[src/rtl/vlmq_pkg.sv]
`timescale 1ns / 1ps

package vlmq_pkg;

  localparam int unsigned StoreBytesDef = 4096;
  // buffer_size is 13 bits, so no pointer ever reaches past 8191
  localparam int unsigned MemCap        = 8192;
  localparam int unsigned BsResetMax    = 4096;

  localparam int unsigned OpW   = 3;
  localparam int unsigned LenW  = 12;
  localparam int unsigned OffW  = 12;
  localparam int unsigned ByteW = 8;
  localparam int unsigned BsW   = 13;
  localparam int unsigned StatW = 2;
  localparam int unsigned HlW   = 16;
  // wide enough for pointer + length + header and head + header-derived step
  localparam int unsigned SumW  = 18;

  typedef enum logic [OpW-1:0] {
    OP_ADD    = 3'd0,
    OP_DATA   = 3'd1,
    OP_GET    = 3'd2,
    OP_REMOVE = 3'd3,
    OP_CLEAR  = 3'd4
  } op_e;

  typedef enum logic [StatW-1:0] {
    ST_OK      = 2'd0,
    ST_REFUSED = 2'd1,
    ST_MISUSE  = 2'd2
  } stat_e;

  typedef enum logic [3:0] {
    CMD_NONE,
    CMD_ADD,
    CMD_ADD_AT0,
    CMD_REFUSE_CLR,
    CMD_RESULT,
    CMD_DATA,
    CMD_CLEAR,
    CMD_HDR_RD,
    CMD_BYTE_RD,
    CMD_GET_ERR,
    CMD_GET_OK,
    CMD_REMOVE,
    CMD_CPY_START,
    CMD_CPY_STEP,
    CMD_CPY_END
  } cmd_e;

  typedef struct packed {
    cmd_e  cmd;
    stat_e stat;
    logic  take;
  } dp_cmd_t;

  typedef struct packed {
    logic add_open;
    logic fits;
    logic fits_zero;
    logic empty;
    logic head_zero;
    logic off_beyond;
    logic copy_done;
  } dp_stat_t;

endpackage

[src/rtl/vlmq_ctrl.sv]
`timescale 1ns / 1ps

module vlmq_ctrl import vlmq_pkg::*; (
  input  logic           clk_i,
  input  logic           rst_ni,
  input  logic           start_i,
  input  logic [OpW-1:0] op_i,
  input  dp_stat_t       stat_i,
  output dp_cmd_t        cmd_o,
  output logic           busy_o
);

  typedef enum logic [4:0] {
    S_IDLE = 5'b00001,
    S_HDR  = 5'b00010,
    S_BYTE = 5'b00100,
    S_COPY = 5'b01000,
    S_FIN  = 5'b10000
  } state_e;

  state_e state_q, state_d;
  op_e    op_q, op_d;

  assign busy_o = (state_q != S_IDLE);

  always_comb begin
    state_d = state_q;
    op_d    = op_q;
    cmd_o   = '{cmd: CMD_NONE, stat: ST_OK, take: 1'b0};
    case (state_q)
      S_IDLE: begin
        if (start_i) begin
          cmd_o.take = 1'b1;
          op_d       = op_e'(op_i);
          case (op_e'(op_i))
            OP_ADD: begin
              if (stat_i.add_open) begin
                cmd_o.cmd  = CMD_RESULT;
                cmd_o.stat = ST_MISUSE;
              end else if (stat_i.fits) begin
                cmd_o.cmd = CMD_ADD;
              end else if (stat_i.empty) begin
                // compaction of an empty region just rewinds the pointers
                cmd_o.cmd = stat_i.fits_zero ? CMD_ADD_AT0 : CMD_REFUSE_CLR;
              end else if (stat_i.head_zero) begin
                cmd_o.cmd  = CMD_RESULT;
                cmd_o.stat = ST_REFUSED;
              end else begin
                cmd_o.cmd = CMD_CPY_START;
                state_d   = S_COPY;
              end
            end
            OP_DATA: begin
              if (stat_i.add_open) begin
                cmd_o.cmd = CMD_DATA;
              end else begin
                cmd_o.cmd  = CMD_RESULT;
                cmd_o.stat = ST_MISUSE;
              end
            end
            OP_GET, OP_REMOVE: begin
              if (stat_i.empty) begin
                cmd_o.cmd  = CMD_RESULT;
                cmd_o.stat = ST_REFUSED;
              end else begin
                cmd_o.cmd = CMD_HDR_RD;
                state_d   = S_HDR;
              end
            end
            OP_CLEAR: begin
              cmd_o.cmd = CMD_CLEAR;
            end
            default: begin
              cmd_o.cmd  = CMD_RESULT;
              cmd_o.stat = ST_MISUSE;
            end
          endcase
        end
      end
      S_HDR: begin
        if (op_q == OP_GET) begin
          if (stat_i.off_beyond) begin
            cmd_o.cmd = CMD_GET_ERR;
            state_d   = S_IDLE;
          end else begin
            cmd_o.cmd = CMD_BYTE_RD;
            state_d   = S_BYTE;
          end
        end else begin
          cmd_o.cmd = CMD_REMOVE;
          state_d   = S_IDLE;
        end
      end
      S_BYTE: begin
        cmd_o.cmd = CMD_GET_OK;
        state_d   = S_IDLE;
      end
      S_COPY: begin
        if (stat_i.copy_done) begin
          cmd_o.cmd = CMD_CPY_END;
          state_d   = S_FIN;
        end else begin
          cmd_o.cmd = CMD_CPY_STEP;
        end
      end
      S_FIN: begin
        // space test repeated on the compacted region; a refusal keeps it
        if (stat_i.fits) begin
          cmd_o.cmd = CMD_ADD;
        end else begin
          cmd_o.cmd  = CMD_RESULT;
          cmd_o.stat = ST_REFUSED;
        end
        state_d = S_IDLE;
      end
      default: begin
        state_d = S_IDLE;
      end
    endcase
  end

  always_ff @(posedge clk_i or negedge rst_ni) begin
    if (!rst_ni) begin
      state_q <= S_IDLE;
      op_q    <= OP_ADD;
    end else begin
      state_q <= state_d;
      op_q    <= op_d;
    end
  end

endmodule

[config.mk]
export PLATFORM = sky130hd
export DESIGN_NAME = vlmq_ctrl
export DESIGN_NICKNAME = d
export VERILOG_FILES = /design/src/rtl/vlmq_pkg.sv /design/src/rtl/vlmq_ctrl.sv
export SDC_FILE = /design/constraint.sdc
export NUM_CORES = 1
export LEC_CHECK = 0
export ABC_AREA = 1
export BUFFER_PORTS_ARGS = -buffer_cell sky130_fd_sc_hd__buf_2
export CORE_ASPECT_RATIO = 1.4
export CORE_MARGIN = 1.5
export CORE_UTILIZATION = 35
export CTS_CLUSTER_DIAMETER = 40
export DETAILED_ROUTE_END_ITERATION = 10
export PLACE_DENSITY = 0.56
export SYNTH_ARGS = -nofsm -noshare
export SYNTH_HDL_FRONTEND = slang
export SYNTH_SLANG_ARGS = --single-unit
[constraint.sdc]
create_clock -name clk_i -period 1.45 [get_ports clk_i]
set_input_delay 0.0725 -clock clk_i [delete_from_list [all_inputs] [get_ports clk_i]]
set_output_delay 0.0725 -clock clk_i [all_outputs]
set_load 0.01 [all_outputs]
# After elaboration in Yosys (flattened, before gate mapping)
# Cells that the tools add are included.
# W data, S select, Z words.
[totals]
out_inout_bits = 8
input_bits = 13
ff_bits = 8
[classes]
mux = 34
n_reduce_logical = 4
eq_ne = 19
[op_table]
columns = ["cell", "count"]
rows = [
  ["$mux W5", 7],
  ["$pmux W4 S5", 1],
  ["$mux W4", 4],
  ["$pmux W4 S4", 1],
  ["$ne A3 B3 Y1 const B", 5],
  ["$pmux W5 S3", 1],
  ["$pmux W5 S2", 1],
  ["$eq A3 B2 Y1 const B", 3],
  ["$mux W1", 9],
  ["$mux W3", 3],
  ["$pmux W2 S4", 1],
  ["$reduce_and A8 Y1", 1],
  ["$mux W7", 1],
  ["$mux W2", 3],
  ["$mux W6", 1],
  ["$eq A5 B1 Y1 const B", 1],
  ["$eq A5 B2 Y1 const B", 1],
  ["$eq A5 B3 Y1 const B", 1],
  ["$eq A5 B4 Y1 const B", 1],
  ["$eq A5 B5 Y1 const B", 1],
  ["$ne A5 B1 Y1 const B", 1],
  ["$ne A2 B2 Y1 const B", 2],
  ["$pmux W2 S2", 1],
  ["$eq A3 B1 Y1 const B", 1],
  ["other kinds (5)", 5],
]

# Logic depth before layout (Yosys ltp)
[depth]
word_depth = 7
ltp_mapped = 8
depth_no_buf = 8

# Worst setup path after synthesis
# OpenSTA, ideal clock, no wires.
[synth_timing]
path_kind = "register -> output"
from = "register state_q[0]"
to = "output port cmd_o[6] (netlist name)"
required_ps = 1378
slack_ps = 253
t_arrival_ps = 1124
stages_incl_launch_ff = 7
cell_sequence = "dfstp_2 -> nand2_4 -> nor2_8 -> nand2_4 -> inv_2 -> nand3_1 -> nand4_1"
[synth_rtl]
columns = ["item", "line", "text"]
rows = [
  ["from (decl)", "vlmq_ctrl.sv:21", "state_e state_q, state_d;"],
  ["from (signal assigned)", "vlmq_ctrl.sv:127", "state_q <= state_d;"],
  ["to (decl)", "vlmq_ctrl.sv:9", "output dp_cmd_t cmd_o,"],
]

==> out/results.tsv <==
stage	metric	value	unit
detailed_routing	drc	0	
clock_tree	cts_tree	yes	
layout	fin_nets	151	
run_status	failed_checks	setup timing	
clock_tree	clk_pin_slew	60	ps
timing	worst_slack	-115	ps
die	start_util	0.383	
die	num_rows	18	
synth	synth_top_family_by_area	simple AND/OR/NAND/NOR gates	
detailed_routing	routed_wl	1.80	mm
grt	grt_pass1_wl	2.90	mm
die	die_area	2250	um2
layout	drive_gt1_frac	0.394	
detailed_routing	drtAntennaViolNets	0	
grt	grt_pass1_vias	689	
placed_design	dp.cells	144	
synth	synth_area_per_cell	6.71	um2
clock_tree	cts_made_buffers	3	
synth	synth_compound_area_frac	0.0688	
synth	synth-xor-area-share	0	
layout	final_cells	157	
synth	synth_mux_area_frac	0	
synth	syn_inst	103	
pwr	p_leak	0.539	nW
critical_path	critPathArrivalTime	1490	ps
timing	maxSlewViolCount	0	
grt	antenna_found_initial	0	
timing	clock.fmax	639	MHz
timing	setup_viol	6	
synth	synth_top_area_share	0.254	
run	drv_cap	0	
clock_tree	clk_latency	260	ps
synth	syn_nets	116	
detailed_routing	drt_first_pass_iters	4	
layout	final_common_cell	nand2_1	
layout	fillers	188	
layout	final_cell_mix	24 x nand2_1, 20 x buf_2, 14 x inv_1	
placed_design	numPortBuffers	20	
pwr	power	1.08	mW
placed_design	place_hpwl	1.48	mm
detailed_routing	drt-initial-drc-count	18	
layout	syn2layout_area_growth	35.5	%
timing	rsz0062_at_grt	true	
timing	skew	0.334	ps
die	fp.dieH	55.6	um
synth	synth.area.top_cells	dfrtp_1 25%, nand2_1 13%, nand3_1 8.7%, inv_1 7.6%, nand4_1 5.4%	
critical_path	cp_max_fo	4	
critical_path	crit_required	1380	ps
synth	synth-adder-area-share	0	
timing	tightest_slew	292	ps
grt	gr-total-overflow	0	
timing	slew_headroom	0.803	
synth	yosys.cell_types.count	21	
synth	synthSimpleGateAreaFrac	0.536	
grt	grt_max_degree	9	
synth	ys_ff_latch	8	
synth	synth_area	691	um2
die	io-pin-count	21	
synth	synth-warning-count	0	
critical_path	critPathKind	register to primary output	
pwr	ir_worst_vdd	0.000567	V
detailed_routing	via_per_inst	4.97	
timing	finalCritPeriodShare	1.08	
detailed_routing	num_vias	780	
timing	period_needed	1560	ps
placed_design	finalWeightedCongestion	0.739	
die	die_w	40.5	um
critical_path	startpoint_type	register	
clock_tree	clockBufferDepth	2	
layout	diodes	0	
clock_tree	htreeDepth	1	
clock_tree	clock-root-buffer	clkbuf_4	
pwr	power_density	1150	nW/um2
synth	yosysSeqAreaShare	0.292	
grt	groute.usage.overall	0.188	
timing	finalHoldViolCount	0	
critical_path	setup.worst_path.end_class	primary output	
synth	yosysTopAreaCell	dfrtp_1	
clock_tree	clock-sinks	8	
run_status	status	finished with violations	
detailed_routing	wl_per_cell	11.5	um
die	fp.coreArea	1800	um2
worst_hold_path	hold_class	primary input to register	
per-layer routing:
metal / wire length (um) / global-route usage / vias to the layer above
met5: 0 / 0 / -
met3: 72 / 0.0482 / 2
met2: 948 / 0.295 / 20
met1: 765 / 0.232 / 354
li1: - / - / 404
met4: 17 / 0.0714 / 0
synth_stat cells:
cell      count
nand2_1      24
nand2_2       1
nor2_8        1
nand3b_1      2
o21ai_0       5
or2_2         1
nand4_1       6
o31ai_1       1
nor2_2        3
nor2_4        3
nand3_1      12
dfstp_2       1
o21ai_1       1
a21oi_1       2
nor3_1        1
inv_2         5
nand3_2       1
dfrtp_1       7
nor2_1        9
nand2_4       3
inv_1        14
kinds of logic after synthesis:
| kind of cell | Yosys count |
|---|---|
| buf+inv | 19 |
| compound gates | 9 |
| simple gates | 67 |
| flops | 8 |
repair_timing:
item / in CTS / in global routing
pin swaps: 6 / 5
hold buffers: 1 / 0
gates resized for setup: 2 / 2
buffers inserted: 5 / 3
setup endpoints to repair: 7 / 8
endpoints found under the hold margin: 8 / 0
per-stage QoR:
stage	utilization	TNS (ps)	hold slack [ps]	cell area [um2]	setup WS [ps]
after global routing	0.519	-1090	70.8	936	-206
after global placement	0.457	0	-71.0	823	113
final	0.519	-587	57.0	936	-115
after CTS	0.503	-515	49.2	907	-113
after floorplan	-	0	-223	691	253
after detailed placement	0.457	0	-69.2	823	106
registers in the layout, summed over array words and instances, names as in the netlist:
register and flops:
state_q 5, op_q 3
worst max-delay path: stages, from the launching register on:
cell and delay (ps):
dfrtp_1 420, nor2_4 170, nand2_4 80, nor2_8 120, nand2_4 80, inv_2 70
o31ai_1 90, nand3_1 70, buf_2 120
where the power goes:
group	total (mW)	internal, mW	leakage [nW]	switching (mW)
Sequential	0.350	0.295	0.103	0.0550
Clock	0.194	0.106	0.0150	0.0879
Combinational	0.534	0.226	0.421	0.308
Total	1.08	0.627	0.539	0.451
worst paths after layout:
kind	from	end	slack, ps	cells after the start
setup reg to reg	state_q[2]	state_q[3]	160	8
max in group asynchronous	rst_ni	state_q[0]	1020	2
setup / recovery	state_q[2]	cmd_o[5]	-110	8
hold / removal	stat_i[1]	state_q[2]	60	3
hold reg to reg	op_q[0]	op_q[0]	480	2
min in group asynchronous	rst_ni	state_q[3]	190	2
final cells by class:
cell class / instances / area, um2 / share of cell area
Multi-Input combinational cell: 76 / 434 / 0.464
Inverter: 19 / 71.3 / 0.0762
Tap cell: 20 / 25.0 / 0.0267
Clock buffer: 4 / 26.3 / 0.0281
Timing Repair Buffer: 30 / 178 / 0.190
Sequential cell: 8 / 201 / 0.215
(Power assumes the default switching activity.)
